### src/rtl/lsp_pkg.sv
// ----------------------------------------------------------------------------
// lsp_pkg
// Shared types and constants of the rangefinder sample packet parser.
// ----------------------------------------------------------------------------
package lsp_pkg;

   localparam logic [7:0]  SYNC_FIRST_RESET  = 8'd170;
   localparam logic [7:0]  SYNC_SECOND_RESET = 8'd85;
   localparam int          HEADER_BYTES      = 10;
   localparam logic [16:0] FULL_TURN_Q6      = 17'd23040;
   localparam int          DIV_WIDTH         = 23;
   localparam int          DIV_CNT_WIDTH     = $clog2(DIV_WIDTH);

   localparam logic CSR_SYNC_FIRST  = 1'b0;
   localparam logic CSR_SYNC_SECOND = 1'b1;

   typedef struct packed {
      logic                 start;
      logic [DIV_WIDTH-1:0] dividend;
      logic [7:0]           divisor;
   } div_req_type;

   typedef struct packed {
      logic                 done;
      logic [DIV_WIDTH-1:0] quotient;
      logic                 rem_nonzero;
   } div_rsp_type;

endpackage

### src/rtl/lsp_div.sv
// ----------------------------------------------------------------------------
// lsp_div
// Restoring divider, one quotient bit per cycle, for angle interpolation.
// ----------------------------------------------------------------------------
module lsp_div
   import lsp_pkg::*;
(
   input  logic        clock,
   input  logic        reset,
   input  div_req_type div_req,
   output div_rsp_type div_rsp
);

   logic                     busy_ff, busy_in;
   logic                     done_ff, done_in;
   logic [DIV_CNT_WIDTH-1:0] cnt_ff, cnt_in;
   logic [7:0]               rem_ff, rem_in;
   logic [7:0]               den_ff, den_in;
   logic [DIV_WIDTH-1:0]     quo_ff, quo_in;
   logic [8:0]               rem_shift;
   logic [9:0]               trial;

   always_comb begin
      busy_in   = busy_ff;
      done_in   = 1'b0;
      cnt_in    = cnt_ff;
      rem_in    = rem_ff;
      den_in    = den_ff;
      quo_in    = quo_ff;
      rem_shift = {rem_ff, quo_ff[DIV_WIDTH-1]};
      trial     = {1'b0, rem_shift} - {2'b00, den_ff};
      if (div_req.start) begin
         busy_in = 1'b1;
         cnt_in  = DIV_CNT_WIDTH'(DIV_WIDTH - 1);
         rem_in  = 8'd0;
         den_in  = div_req.divisor;
         quo_in  = div_req.dividend;
      end else if (busy_ff) begin
         if (!trial[9]) begin
            rem_in = trial[7:0];
            quo_in = {quo_ff[DIV_WIDTH-2:0], 1'b1};
         end else begin
            rem_in = rem_shift[7:0];
            quo_in = {quo_ff[DIV_WIDTH-2:0], 1'b0};
         end
         cnt_in = cnt_ff - 1'b1;
         if (cnt_ff == '0) begin
            busy_in = 1'b0;
            done_in = 1'b1;
         end
      end
   end

   always_ff @(posedge clock) begin
      if (reset) begin
         busy_ff <= 1'b0;
         done_ff <= 1'b0;
      end else begin
         busy_ff <= busy_in;
         done_ff <= done_in;
      end
      cnt_ff <= cnt_in;
      rem_ff <= rem_in;
      den_ff <= den_in;
      quo_ff <= quo_in;
   end

   assign div_rsp.done        = done_ff;
   assign div_rsp.quotient    = quo_ff;
   assign div_rsp.rem_nonzero = (rem_ff != 8'd0);

endmodule

### src/rtl/lidar_scan_packet_parser.sv
// ----------------------------------------------------------------------------
// lidar_scan_packet_parser
// Byte-serial sample packet decoder: sync hunt, header capture, and per
// sample distance plus linearly interpolated angle.
//
//   channel  direction  handshake            words
//   req_     in         req_valid/req_ready  data_byte
//   rsp_     out        rsp_valid/rsp_ready  distance, angle, index, last flag
//   csr_     in/out     APB, pready high     sync_first / sync_second bytes
//
// Header and low sample bytes keep the parser idle and ready for the next
// byte. A byte that completes a sample goes through product, divider load,
// 23 steps of the single divider, angle fix-up and output load; a packet with
// a count of one skips the divider. The output register frees the parser to
// take the next byte while a word waits on rsp_ready; the next sample holds in
// the output load until that word is taken. Reset is synchronous; it clears
// the position and restores the sync bytes.
// ----------------------------------------------------------------------------
module lidar_scan_packet_parser
   import lsp_pkg::*;
#(
   parameter int MAX_PACKET_BYTES = 128
) (
   input  logic        clock,
   input  logic        reset,
   input  logic        req_valid,
   output logic        req_ready,
   input  logic [7:0]  req_data_byte,
   output logic        rsp_valid,
   input  logic        rsp_ready,
   output logic [13:0] rsp_distance_mm,
   output logic [15:0] rsp_angle_q6,
   output logic [7:0]  rsp_sample_index,
   output logic        rsp_last_sample,
   input  logic        csr_psel,
   input  logic        csr_penable,
   input  logic        csr_pwrite,
   input  logic [2:0]  csr_paddr,
   input  logic [31:0] csr_pwdata,
   output logic [31:0] csr_prdata,
   output logic        csr_pready
);

   localparam logic [9:0] MaxBytes = 10'(MAX_PACKET_BYTES);
   localparam logic [9:0] HdrBytes = 10'(HEADER_BYTES);

   typedef enum logic [1:0] {ST_IDLE, ST_LOAD, ST_DIV, ST_OUT} state_type;

   state_type        state_ff, state_in;
   logic [7:0]       sync0_ff, sync1_ff;
   logic [9:0]       pos_ff, pos_in;
   logic [7:0]       hdr0_ff, hdr0_in;
   logic [7:0]       count_ff, count_in;
   logic [3:0][7:0]  ang_ff, ang_in;
   logic [14:0]      start_ff, start_in;
   logic [15:0]      span_ff, span_in;
   logic [7:0]       low_ff, low_in;
   logic [13:0]      dist_ff, dist_in;
   logic [7:0]       idx_ff, idx_in;
   logic             last_ff, last_in;
   logic [23:0]      prod_ff, prod_in;
   logic [15:0]      angle_ff, angle_in;
   logic             rsp_valid_ff, rsp_valid_in;
   logic [13:0]      rsp_dist_ff, rsp_dist_in;
   logic [15:0]      rsp_angle_ff, rsp_angle_in;
   logic [7:0]       rsp_idx_ff, rsp_idx_in;
   logic             rsp_last_ff, rsp_last_in;

   logic        accept;
   logic        csr_write;
   logic [9:0]  total;
   logic [9:0]  rel;
   logic [10:0] pos_next;
   logic [7:0]  idx_now;
   logic [14:0] sa, ea;
   logic [16:0] span_wide;
   logic [23:0] prod_mag;
   logic [22:0] q_mag;
   div_req_type div_req;
   div_rsp_type div_rsp;

   lsp_div u_div (
      .clock   (clock),
      .reset   (reset),
      .div_req (div_req),
      .div_rsp (div_rsp)
   );

   assign accept    = req_valid && req_ready;
   assign req_ready = (state_ff == ST_IDLE);
   assign csr_write = csr_psel && csr_penable && csr_pwrite;
   assign csr_pready = 1'b1;

   always_comb begin
      unique case (csr_paddr[2])
         CSR_SYNC_FIRST:  csr_prdata = {24'd0, sync0_ff};
         CSR_SYNC_SECOND: csr_prdata = {24'd0, sync1_ff};
         default:         csr_prdata = 32'd0;
      endcase
   end

   always_ff @(posedge clock) begin
      if (reset) begin
         sync0_ff <= SYNC_FIRST_RESET;
         sync1_ff <= SYNC_SECOND_RESET;
      end else if (csr_write) begin
         if (csr_paddr[2] == CSR_SYNC_FIRST) begin
            sync0_ff <= csr_pwdata[7:0];
         end else begin
            sync1_ff <= csr_pwdata[7:0];
         end
      end
   end

   assign total     = HdrBytes + {1'b0, count_ff, 1'b0};
   assign rel       = pos_ff - HdrBytes;
   assign pos_next  = {1'b0, pos_ff} + 11'd1;
   assign idx_now   = rel[8:1];
   assign sa        = {ang_ff[1], ang_ff[0][7:1]};
   assign ea        = {ang_ff[3], ang_ff[2][7:1]};
   assign span_wide = ({2'b00, ea} - {2'b00, sa}) + ((ea < sa) ? FULL_TURN_Q6 : 17'd0);
   assign prod_mag  = prod_ff[23] ? (24'd0 - prod_ff) : prod_ff;
   assign q_mag     = div_rsp.quotient + {22'd0, prod_ff[23] & div_rsp.rem_nonzero};

   assign div_req.start    = (state_ff == ST_LOAD);
   assign div_req.dividend = prod_mag[22:0];
   assign div_req.divisor  = count_ff - 8'd1;

   always_comb begin
      state_in     = state_ff;
      pos_in       = pos_ff;
      hdr0_in      = hdr0_ff;
      count_in     = count_ff;
      ang_in       = ang_ff;
      start_in     = start_ff;
      span_in      = span_ff;
      low_in       = low_ff;
      dist_in      = dist_ff;
      idx_in       = idx_ff;
      last_in      = last_ff;
      prod_in      = prod_ff;
      angle_in     = angle_ff;
      rsp_valid_in = rsp_valid_ff && !rsp_ready;
      rsp_dist_in  = rsp_dist_ff;
      rsp_angle_in = rsp_angle_ff;
      rsp_idx_in   = rsp_idx_ff;
      rsp_last_in  = rsp_last_ff;

      unique case (state_ff)
         ST_IDLE: begin
            if (accept) begin
               if (pos_ff < HdrBytes) begin
                  pos_in = pos_next[9:0];
                  if (pos_ff == 10'd0) begin
                     hdr0_in = req_data_byte;
                  end
                  if (pos_ff == 10'd1 &&
                      (hdr0_ff != sync0_ff || req_data_byte != sync1_ff)) begin
                     hdr0_in = req_data_byte;
                     pos_in  = 10'd1;
                  end
                  if (pos_ff == 10'd3) begin
                     count_in = req_data_byte;
                  end
                  if (pos_ff >= 10'd4 && pos_ff <= 10'd7) begin
                     ang_in[pos_ff[1:0]] = req_data_byte;
                  end
                  if (pos_ff == HdrBytes - 10'd1) begin
                     start_in = sa;
                     span_in  = span_wide[15:0];
                     if (count_ff == 8'd0) begin
                        pos_in = 10'd0;
                     end
                  end
               end else if (total > MaxBytes) begin
                  // swallow oversize packet
                  pos_in = (pos_next >= {1'b0, MaxBytes}) ? 10'd0 : pos_next[9:0];
               end else if (!rel[0]) begin
                  low_in = req_data_byte;
                  pos_in = pos_next[9:0];
               end else begin
                  dist_in = {req_data_byte, low_ff[7:2]};
                  idx_in  = idx_now;
                  last_in = ({1'b0, idx_now} + 9'd1) == {1'b0, count_ff};
                  prod_in = 24'($signed(span_ff) * $signed({1'b0, idx_now}));
                  pos_in  = (pos_next >= {1'b0, total}) ? 10'd0 : pos_next[9:0];
                  if (count_ff == 8'd1) begin
                     angle_in = {1'b0, start_ff};
                     state_in = ST_OUT;
                  end else begin
                     state_in = ST_LOAD;
                  end
               end
            end
         end
         ST_LOAD: begin
            state_in = ST_DIV;
         end
         ST_DIV: begin
            if (div_rsp.done) begin
               angle_in = prod_ff[23] ? ({1'b0, start_ff} - q_mag[15:0])
                                      : ({1'b0, start_ff} + q_mag[15:0]);
               state_in = ST_OUT;
            end
         end
         ST_OUT: begin
            if (!rsp_valid_ff || rsp_ready) begin
               rsp_valid_in = 1'b1;
               rsp_dist_in  = dist_ff;
               rsp_angle_in = angle_ff;
               rsp_idx_in   = idx_ff;
               rsp_last_in  = last_ff;
               state_in     = ST_IDLE;
            end
         end
         default: begin
            state_in = ST_IDLE;
         end
      endcase
   end

   always_ff @(posedge clock) begin
      if (reset) begin
         state_ff     <= ST_IDLE;
         pos_ff       <= 10'd0;
         count_ff     <= 8'd0;
         start_ff     <= 15'd0;
         span_ff      <= 16'd0;
         low_ff       <= 8'd0;
         rsp_valid_ff <= 1'b0;
      end else begin
         state_ff     <= state_in;
         pos_ff       <= pos_in;
         count_ff     <= count_in;
         start_ff     <= start_in;
         span_ff      <= span_in;
         low_ff       <= low_in;
         rsp_valid_ff <= rsp_valid_in;
      end
      hdr0_ff      <= hdr0_in;
      ang_ff       <= ang_in;
      dist_ff      <= dist_in;
      idx_ff       <= idx_in;
      last_ff      <= last_in;
      prod_ff      <= prod_in;
      angle_ff     <= angle_in;
      rsp_dist_ff  <= rsp_dist_in;
      rsp_angle_ff <= rsp_angle_in;
      rsp_idx_ff   <= rsp_idx_in;
      rsp_last_ff  <= rsp_last_in;
   end

   assign rsp_valid        = rsp_valid_ff;
   assign rsp_distance_mm  = rsp_dist_ff;
   assign rsp_angle_q6     = rsp_angle_ff;
   assign rsp_sample_index = rsp_idx_ff;
   assign rsp_last_sample  = rsp_last_ff;

endmodule
### config.mk
export PLATFORM = sky130hd
export DESIGN_NAME = lidar_scan_packet_parser
export DESIGN_NICKNAME = d
export VERILOG_FILES = /design/src/rtl/lsp_pkg.sv /design/src/rtl/lsp_div.sv /design/src/rtl/lidar_scan_packet_parser.sv
export SDC_FILE = /design/constraint.sdc
export NUM_CORES = 1
export LEC_CHECK = 0
export BUFFER_PORTS_ARGS = -buffer_cell sky130_fd_sc_hd__buf_2
export CORE_ASPECT_RATIO = 2
export CORE_MARGIN = 3
export CORE_UTILIZATION = 50
export CTS_BUF_LIST = sky130_fd_sc_hd__clkbuf_16
export CTS_CLUSTER_SIZE = 8
export DETAILED_ROUTE_END_ITERATION = 10
export MAX_ROUTING_LAYER = met4
export PLACE_DENSITY = 0.8
export REMOVE_ABC_BUFFERS = 1
export SKIP_CTS_REPAIR_TIMING = 1
export SLEW_MARGIN = 20
export SYNTH_ARGS = -nofsm -noshare
export SYNTH_HDL_FRONTEND = slang
export SYNTH_SLANG_ARGS = --single-unit
export TNS_END_PERCENT = 100
### constraint.sdc
create_clock -name clock -period 18.8 [get_ports clock]
set_input_delay 0.94 -clock clock [delete_from_list [all_inputs] [get_ports clock]]
set_output_delay 0.94 -clock clock [all_outputs]
set_load 0.01 [all_outputs]
==> impl_metrics.ini, run 1 <==
[worst_setup_path]
crit_slowest_cell = dfxtp_1
cp.arrival_ns = 7.46
r2r-start = pos_ff[2]
cp_max_fo = 17
rr_worst_depth = 20
cp_cell_sequence = o21a_1, or2_1, xor2_1, inv_1, and2_1, fa_1, fa_1, fa_1, inv_1, fa_1, inv_1, ha_1, nand3_1, nor2_1, a21o_1, o41ai_1, o21ai_0, or2_1, a31oi_1, xnor2_1
worstPathRequired_ns = 19.08
ff2ff_setup_slack_ns = 11.62
slowest_delay_ns = 0.68
worst-path-buf-inv = 3
endpoint_kind = register
critPathMostFrequentCell = fa_1
start_kind = register
cp_top_family = adder cells
crit_type = register to register
timing.rr.end = prod_ff[23]
startpoint = pos_ff[2]

[yosys]
syn_inst = 1871
yosys.cell_count.top_type = inv_1
netlist_area_um2 = 18500
yosys_warnings = 0
synth_top_cell_area_share_pct = 27.8
synth_area_per_cell_um2 = 9.89
yosys.area.top_type = edfxtp_1
synth_flop_cell = edfxtp_1
synthDistinctLibCells = 82
async_reset_ff_share_pct = 0
synth-edff-count = 171
ys_top_cells_by_count = inv_1 (232), nand2_1 (178), edfxtp_1 (171)
ys_seq_area_share_pct = 37.4
synthTopCellsByArea = edfxtp_1 (28%), fa_1 (12%), dfxtp_1 (9.6%)
ys_seq_elements = 260

[sta]
fin_skew_ns = 0.0174
fin_ws_ns = 11.62
post-route-period-util_pct = 38.2
finalSetupTns_ns = 0
slew_headroom_pct = 27.5
fmax_mhz = 139
tightest_slew_ns = 1.08
period_minus_slack_ns = 7.18
finalSetupViolCount = 0
timing.hold.ws_ns = 0.401
finalHoldViolations = 0
rsz0062_at_grt = no
drv_slew = 0

[final_layout]
insertedDiodeCount = 0
multi_input_area_um2 = 10300
drive_gt1_share_pct = 9.50
final_cell_count_no_fill = 2401
fillers = 3033
synthToLayoutAreaGrowth_pct = 9.41
fin_nets = 2209
seq_area_um2 = 6920
utilization_pct = 55.4

[placement]
gp_congestion = 0.948
place_ws_ns = 11.74
dp_cells = 2333
portBuffers = 72
place_hpwl_mm = 33.2

[cts]
clock-sinks = 260
cts_tree = built
cts-htree-levels = 2
clk_pin_slew_worst_paths_ns = 0.06
clock_path_buffers = 3
clk_latency_ns = 0.54
root_buffer = clkbuf_16
cts_buffers = 38

[detailed_routing]
drc = 0
first_pass_iters = 6
wl_per_cell_um = 18.0
drt_iter0_drc = 851
via_count = 13638
drt_wl_total_mm = 43.3
vias_per_cell = 5.68
ant_nets = 0

[floorplanning]
coreArea_um2 = 36500
pin_count = 124
dieArea_um2 = 39500
row_count = 99
die_w_um = 142
floorplan.initialDensity_pct = 50.6
die_y_um = 278

[pwr]
ir_worst_vdd_mv = 0.0803
power.leakage_nw = 8.72
p_per_area_nw_per_um2 = 69.7
p_sw_mw = 0.363
internal-power_mw = 1.05
comb_power_share_pct = 10.5
pwr-share-clk_pct = 44.3
sw_frac_of_total_pct = 25.7
p_seq_share_pct = 45.3

[global_route]
gr-total-overflow = 0
track_usage_pct = 22.7
grt_pass1_vias = 14420
antenna_found_initial = 0
grt_pass1_wl_mm = 69.8
grt_max_degree = 62

[hold_path]
min_delay_path_depth = 0
min_to = rsp_angle_q6[15]
worstHoldStart = angle_ff[15]
hold_path_class = register to register

[job]
maxCapViolations = 0

[status]
outcome = finished, final reports clean
[final cells by class]
| class | instances | area share, % |
|---|---|---|
| multi-input combinational | 1300 | 50.9 |
| inverter | 233 | 4.32 |
| timing repair buffer | 86 | 2.30 |
| sequential | 260 | 34.2 |
| clock inverter | 30 | 0.797 |
| clock buffer | 38 | 4.70 |
| tap | 454 | 2.81 |
[how the worst max path moves through the flow]
stage / to / cells past startpoint
final: prod_ff[23] / 20
after detailed placement: prod_ff[23] / 20
after global routing: prod_ff[23] / 20
after global placement: prod_ff[23] / 20
after CTS: prod_ff[23] / 20
after floorplan: prod_ff[23] / 20
[worst reg2reg max path, delay by kind of cell, from the launching register on]
| kind | cells | cell delay [ns] |
|---|---|---|
| XOR/XNOR | 2 | 0.47 |
| AND/OR/NAND/NOR | 5 | 1.02 |
| flip-flops | 1 | 0.68 |
| adder cells (fa/ha/maj) | 5 | 2.49 |
| AO/OA/AOI/OAI | 5 | 1.76 |
| buffers and inverters | 3 | 0.52 |
[through the flow]
step / power, mW / area, um2
2_1_floorplan: 0.746 / 18100
3_3_place_gp: 0.788 / 19100
3_5_place_dp: 0.795 / 19100
4_1_cts: 1.42 / 20200
5_1_grt: 1.46 / 20200
6_report: 1.41 / 20200
[power by group through the flow]
stage | clock network, mW | registers, mW | logic, mW
after floorplan | 0 | 0.645 | 0.102
after global placement | 0 | 0.649 | 0.139
after detailed placement | 0 | 0.650 | 0.145
after CTS | 0.637 | 0.639 | 0.146
after global routing | 0.659 | 0.641 | 0.164
final | 0.625 | 0.640 | 0.148
[registers in the layout, summed over array words and instances, names as in the netlist, 9 cells and up, named ones only]
register	cells
ang_ff	30
angle_ff	16
dist_ff	14
pos_ff	9
prod_ff	24
rsp_angle_q6	16
rsp_distance_mm	14
span_ff	16
start_ff	15
u_div.quo_ff	23
[layout by cell type, fill, tap and decap left out, types with 29 or more instances in the layout]
cell,count
nor2b_1,48
clkbuf_16,38
dfxtp_1,89
xnor2_1,80
and2_1,44
nor2_1,121
buf_2,72
a21oi_1,100
ha_1,128
nand3_1,40
edfxtp_1,171
xor2_1,74
fa_1,111
nor3_1,38
mux2i_1,29
o21ai_0,41
nand2_1,178
inv_1,258
[per-layer routing]
metal  vias up  global-route usage [%]  share of wire (%)
met4         0                    13.6                6.9
met5         -                       -                  0
met1      6710                    20.3                 32
met3       195                    2.49                3.5
li1       6314                       -                  -
met2       419                    43.9                 57
[kinds of logic after synthesis]
logic type | share of synthesized area, %
xor gates and xnor gates | 7.38
other | 0.0406
adders and majority gates | 20.7
muxes | 3.09
AOI/OAI and AO/OA | 9.12
buffers and inverters | 7.47
and+or+nand+nor | 14.8
DFF | 37.4
Power figures use the tool's default switching activity.
==> run 2, diff against run 1 <==
==> constraint.sdc (replaced) <==
create_clock -name clock -period 7.06 [get_ports clock]
set_input_delay 0.353 -clock clock [delete_from_list [all_inputs] [get_ports clock]]
set_output_delay 0.353 -clock clock [all_outputs]
set_load 0.01 [all_outputs]
==> run 2 against run 1 <==
Net effect:
- sequential share of layout area is 0.067 points lower
- largest cell class unchanged
- sequential power increased to 2.7 times the previous value
- critical path depth unchanged
- register-to-register slack got worse by 11 ns
- hold slack lost 0.37 ns
- die area unchanged
- routed wire length grew 0.28%
- largest power group is now the clock network
- global-route usage rose by 0.42 points
- first-iteration DRC count down 21%
==> impl_metrics.ini, run 2 (synthesis results as in run 1) <==
[worst_setup_path]
r2r-start = pos_ff[2]
crit_type = register to register
endpoint_kind = register
worstPathRequired_ns = 7.31
timing.rr.end = prod_ff[20]
startpoint = pos_ff[2]
critPathCapture = prod_ff[20]
ff2ff_setup_slack_ns = 0.49
cp_max_fo = 17
cp.arrival_ns = 6.81
start_kind = register
rr_worst_depth = 20

[sta]
tightest_slew_ns = 1.05
period_minus_slack_ns = 6.57
rsz0062_at_grt = no
fmax_mhz = 152
finalHoldViolations = 0
post-route-period-util_pct = 93.0
fin_skew_ns = 0.0563
slew_headroom_pct = 29.5
finalSetupViolCount = 0
finalSetupTns_ns = 0
fin_ws_ns = 0.493
drv_slew = 0

[pwr]
ir_worst_vdd_mv = 0.170
sw_frac_of_total_pct = 25.5
p_sw_mw = 0.970
p_seq_share_pct = 44.8
comb_power_share_pct = 10.2
pwr-share-clk_pct = 45.1
power.leakage_nw = 8.74
internal-power_mw = 2.83
p_per_area_nw_per_um2 = 187

[global_route]
grt_max_degree = 62
track_usage_pct = 23.1
antenna_found_initial = 0
grt_pass1_vias = 14353
gr-total-overflow = 0
grt_pass1_wl_mm = 71.0

[floorplanning]
dieArea_um2 = 39500
floorplan.initialDensity_pct = 50.6
pin_count = 124
die_y_um = 278
coreArea_um2 = 36500
die_w_um = 142
row_count = 99

[job]
maxCapViolations = 0

[status]
outcome = finished, final reports clean

[placement]
portBuffers = 72
place_ws_ns = 0.323
place_hpwl_mm = 33.4
gp_congestion = 0.951

[detailed_routing]
drt_wl_total_mm = 43.4
drc = 0
drt_iter0_drc = 674
ant_nets = 0
vias_per_cell = 5.59
via_count = 13417
first_pass_iters = 5
wl_per_cell_um = 18.1

[cts]
clk_latency_ns = 0.56
cts_tree = built
cts-htree-levels = 2
clock-sinks = 260
clock_path_buffers = 3
root_buffer = clkbuf_16
clk_pin_slew_worst_paths_ns = 0.05
cts_buffers = 38

[hold_path]
hold_path_class = primary input to register

[final_layout]
drive_gt1_share_pct = 9.72
fin_nets = 2210
seq_area_um2 = 6920
fillers = 3027
insertedDiodeCount = 0
reg_top3 = ang_ff (30), prod_ff (24), u_div.quo_ff (23)
synthToLayoutAreaGrowth_pct = 9.63
top_register = ang_ff
final_common_cell = inv_1
largest_register_ffs = 30
multi_input_area_um2 = 10300
final_cell_mix = inv_1 (253), nand2_1 (178), edfxtp_1 (171)
==> run 2: cell count changes in the layout (fill, tap and decap cells not counted), sizes merged <==
| cell | before | now |
|---|---|---|
| buf | 86 | 87 |
| bufinv | 0 | 1 |
| inv | 260 | 257 |
| clkinv | 3 | 2 |
==> run 2: final cells by class <==
cell class,instances,share of cell area [%]
Clock buffer,38,4.69
Sequential cell,260,34.1
Multi-Input combinational cell,1300,50.8
Tap cell,454,2.80
Timing Repair Buffer,87,2.33
Inverter,233,4.31
Clock inverter,27,0.919
==> run 2: how the worst min path moves through the flow <==
| stage | end | from | slack (ns) | cells past startpoint |
|---|---|---|---|---|
| 2_1_floorplan | rsp_angle_q6[0] | angle_ff[0] | 0.40 | 0 |
| 3_3_place_gp | rsp_distance_mm[10] | dist_ff[10] | 0.40 | 0 |
| 3_5_place_dp | rsp_distance_mm[2] | dist_ff[2] | 0.40 | 0 |
| 4_1_cts | sync1_ff[0] | csr_pwdata[0] | 0.02 | 3 |
| 5_1_grt | sync1_ff[0] | csr_pwdata[0] | 0.04 | 3 |
| 6_report | sync1_ff[0] | csr_pwdata[0] | 0.03 | 3 |
==> run 2: routing by layer <==
layer,part of all wire [%],vias up,GRT usage (%)
met4,7.6,0,15.5
met2,57,342,43.9
met5,0,-,-
met1,33,6579,21.0
met3,3.2,179,2.20
li1,-,6317,-
==> run 2: power groups by stage <==
stage | Clock [mW] | Sequential, mW | Combinational, mW
floorplan | 0 | 1.72 | 0.271
global placement | 0 | 1.73 | 0.367
detailed placement | 0 | 1.73 | 0.381
CTS | 1.74 | 1.70 | 0.385
global route | 1.79 | 1.70 | 0.428
finish | 1.71 | 1.70 | 0.386
==> run 2: critical path, cell delays in order, from the launching register on <==
cell      delay [ns]
dfxtp_1         0.59
o21a_1          0.33
or2_1           0.17
xor2_1          0.35
inv_2           0.24
and2_1          0.24
fa_1            0.47
fa_1            0.56
inv_1           0.05
fa_1            0.46
fa_1            0.56
inv_1           0.05
ha_1            0.34
o21a_1          0.18
o31a_1          0.12
nor3_1          0.24
o311ai_1        0.20
o41ai_1         0.42
o21ai_1         0.21
o41ai_1         0.35
xnor2_1         0.12
==> run 2: through the flow <==
step / total power [mW] / hold slack [ns] / utilization, % / std cells / instance area, um2
detailed placement: 2.11 / 0.405 / 52.4 / 2334 / 19100
global placement: 2.09 / 0.402 / 52.4 / 2334 / 19100
finish: 3.80 / 0.0303 / 55.5 / 2399 / 20300
global route: 3.93 / 0.0410 / 55.5 / 2399 / 20300
floorplan: 1.99 / 0.400 / - / 1793 / 18100
CTS: 3.82 / 0.0178 / 55.5 / 2399 / 20300
==> run 3, diff against run 2 <==
--- a/config.mk
+++ b/config.mk
@@ -5,6 +5,7 @@
 export SDC_FILE = /design/constraint.sdc
 export NUM_CORES = 1
 export LEC_CHECK = 0
+export ABC_AREA = 1
 export BUFFER_PORTS_ARGS = -buffer_cell sky130_fd_sc_hd__buf_2
 export CORE_ASPECT_RATIO = 2
 export CORE_MARGIN = 3
==> run 3 against run 2 <==
Net effect:
- area after synthesis is 1.3% higher
- sequential cell count did not move
- die area increased by 1.3%
- clock-buffer cell count is the same
- final cell count rose by 14%
==> impl_metrics.ini, run 3 <==
[final_layout]
final_cell_count_no_fill = 2732
top_register = ang_ff
final_cell_mix = inv_1 (413), nand2_1 (385), nor2_1 (205)
synthToLayoutAreaGrowth_pct = 9.59
largest_register_ffs = 30
fillers = 3206
fin_area_um2 = 20500
insertedDiodeCount = 0
final_common_cell = inv_1
drive_gt1_share_pct = 8.08
fin_nets = 2539
reg_top3 = ang_ff (30), prod_ff (24), u_div.quo_ff (23)

[floorplanning]
dieArea_um2 = 40000
floorplan.initialDensity_pct = 50.9
coreArea_um2 = 36800
die_w_um = 143
die_y_um = 280
row_count = 99
pin_count = 124

[cts]
clk_pin_slew_worst_paths_ns = 0.05
cts_tree = built
clock_path_buffers = 3
clock-sinks = 260
root_buffer = clkbuf_16
clk_latency_ns = 0.53
cts_buffers = 38
cts-htree-levels = 2

[status]
outcome = finished, final reports clean

[yosys]
synth_top_cell_area_share_pct = 27.4
syn_inst = 2175
yosys_warnings = 0
synthTopCellsByArea = edfxtp_1 (27%), fa_1 (12%), dfxtp_1 (9.5%)
ys_seq_elements = 260
synth_area_per_cell_um2 = 8.62
synthDistinctLibCells = 58
ys_top_cells_by_count = inv_1 (387), nand2_1 (385), nor2_1 (205)
netlist_area_um2 = 18700
synth-edff-count = 171
async_reset_ff_share_pct = 0
ys_seq_area_share_pct = 36.9
synth_flop_cell = edfxtp_1
yosys.area.top_type = edfxtp_1
yosys.cell_count.top_type = inv_1

[pwr]
power.leakage_nw = 9.68
power_mw = 5.70
p_per_area_nw_per_um2 = 278
ir_worst_vdd_mv = 0.147

[sta]
finalSetupViolCount = 0
period_minus_slack_ns = 6.01
finalSetupTns_ns = 0
post-route-period-util_pct = 85.1
drv_slew = 0
fin_skew_ns = 0.0170
slew_headroom_pct = 34.5
fin_ws_ns = 1.05
tightest_slew_ns = 0.981
rsz0062_at_grt = no
fmax_mhz = 167
finalHoldViolations = 0

[global_route]
grt_pass1_wl_mm = 77.4
grt_pass1_vias = 15568
track_usage_pct = 25.3
antenna_found_initial = 0
grt_max_degree = 58
gr-total-overflow = 0

[worst_setup_path]
cp_max_fo = 13
r2r-start = pos_ff[2]
rr_worst_depth = 22
start_kind = register
crit_type = register to register
worstPathRequired_ns = 7.34
ff2ff_setup_slack_ns = 1.05
timing.rr.end = prod_ff[23]
cp.arrival_ns = 6.29
endpoint_kind = register

[detailed_routing]
ant_nets = 0
drc = 0
drt_wl_total_mm = 47.8
first_pass_iters = 5
drt_iter0_drc = 880
vias_per_cell = 5.42
wl_per_cell_um = 17.5
via_count = 14813

[placement]
place_ws_ns = 1.18
place_area_um2 = 19400
portBuffers = 72
gp_congestion = 0.957
dp_cells = 2663
place_hpwl_mm = 37.2

[hold_path]
worstHoldStart = csr_pwdata[4]
min_delay_path_depth = 3
min_to = sync1_ff[4]
hold_path_class = primary input to register

[job]
maxCapViolations = 0
-- run 3: how the worst max path moves through the flow --
stage	slack (ns)	cells after the start	end	startpoint
2_1_floorplan	1.58	25	prod_ff[23]	register
3_3_place_gp	1.23	22	prod_ff[23]	pos_ff[2]
3_5_place_dp	1.18	22	prod_ff[23]	pos_ff[2]
4_1_cts	1.17	22	prod_ff[23]	pos_ff[2]
5_1_grt	0.76	22	prod_ff[23]	pos_ff[2]
6_report	1.05	22	prod_ff[23]	pos_ff[2]
-- run 3: layout make-up --
| class | count | area, um2 | share of cell area [%] |
|---|---|---|---|
| Tap cell | 454 | 568 | 2.77 |
| Clock buffer | 38 | 951 | 4.63 |
| Timing Repair Buffer | 83 | 443 | 2.16 |
| Multi-Input combinational cell | 1471 | 10000 | 48.8 |
| Sequential cell | 260 | 6920 | 33.7 |
| Clock inverter | 31 | 145 | 0.707 |
| Inverter | 395 | 1490 | 7.23 |
-- run 3: logic make-up after synthesis --
| kind of cell | synth area share [%] |
|---|---|
| and+or+nand+nor | 17.0 |
| buffers and inverters | 10.1 |
| AOI/OAI and AO/OA | 9.98 |
| DFF | 36.9 |
| adders and majority gates | 20.5 |
| xor gates and xnor gates | 5.45 |
| other | 0.0401 |
-- run 3: worst max-delay path, stage by stage, from the launching register on --
cell	delay (ns)
dfxtp_1	0.55
inv_1	0.12
ha_1	0.24
nor2_4	0.19
o21ai_0	0.13
o21ai_2	0.24
inv_1	0.38
nor2_1	0.23
fa_1	0.47
fa_1	0.49
fa_1	0.54
inv_1	0.05
fa_1	0.54
inv_1	0.04
ha_1	0.36
a21oi_1	0.38
o21ai_0	0.16
a21oi_1	0.19
nand2_1	0.11
a21oi_1	0.17
inv_1	0.05
nand2_1	0.05
nand2_1	0.05
-- run 3: power by group --
part           leakage, nW  internal, mW  switching, mW  total [mW]
clock                0.632         0.972          0.670        1.64
sequential            2.24          1.88          0.170        2.05
combinational         6.81         0.619           1.39        2.01
-- run 3: layer usage --
| layer | vias up | routed length, um | GRT usage, % | share of wire, % |
|---|---|---|---|---|
| met3 | 230 | 2130 | 3.23 | 4.4 |
| met5 | - | 0 | - | 0 |
| li1 | 7068 | - | - | - |
| met1 | 6961 | 15200 | 23.0 | 32 |
| met2 | 554 | 25900 | 46.6 | 54 |
| met4 | 0 | 4540 | 19.2 | 9.5 |
-- run 3: metrics by stage --
stage	utilization (%)	hold slack [ns]
6_report	55.8	0.0738
5_1_grt	55.8	0.0811
4_1_cts	55.8	0.0629
3_5_place_dp	52.9	0.405
3_3_place_gp	52.9	0.401
2_1_floorplan	-	0.400
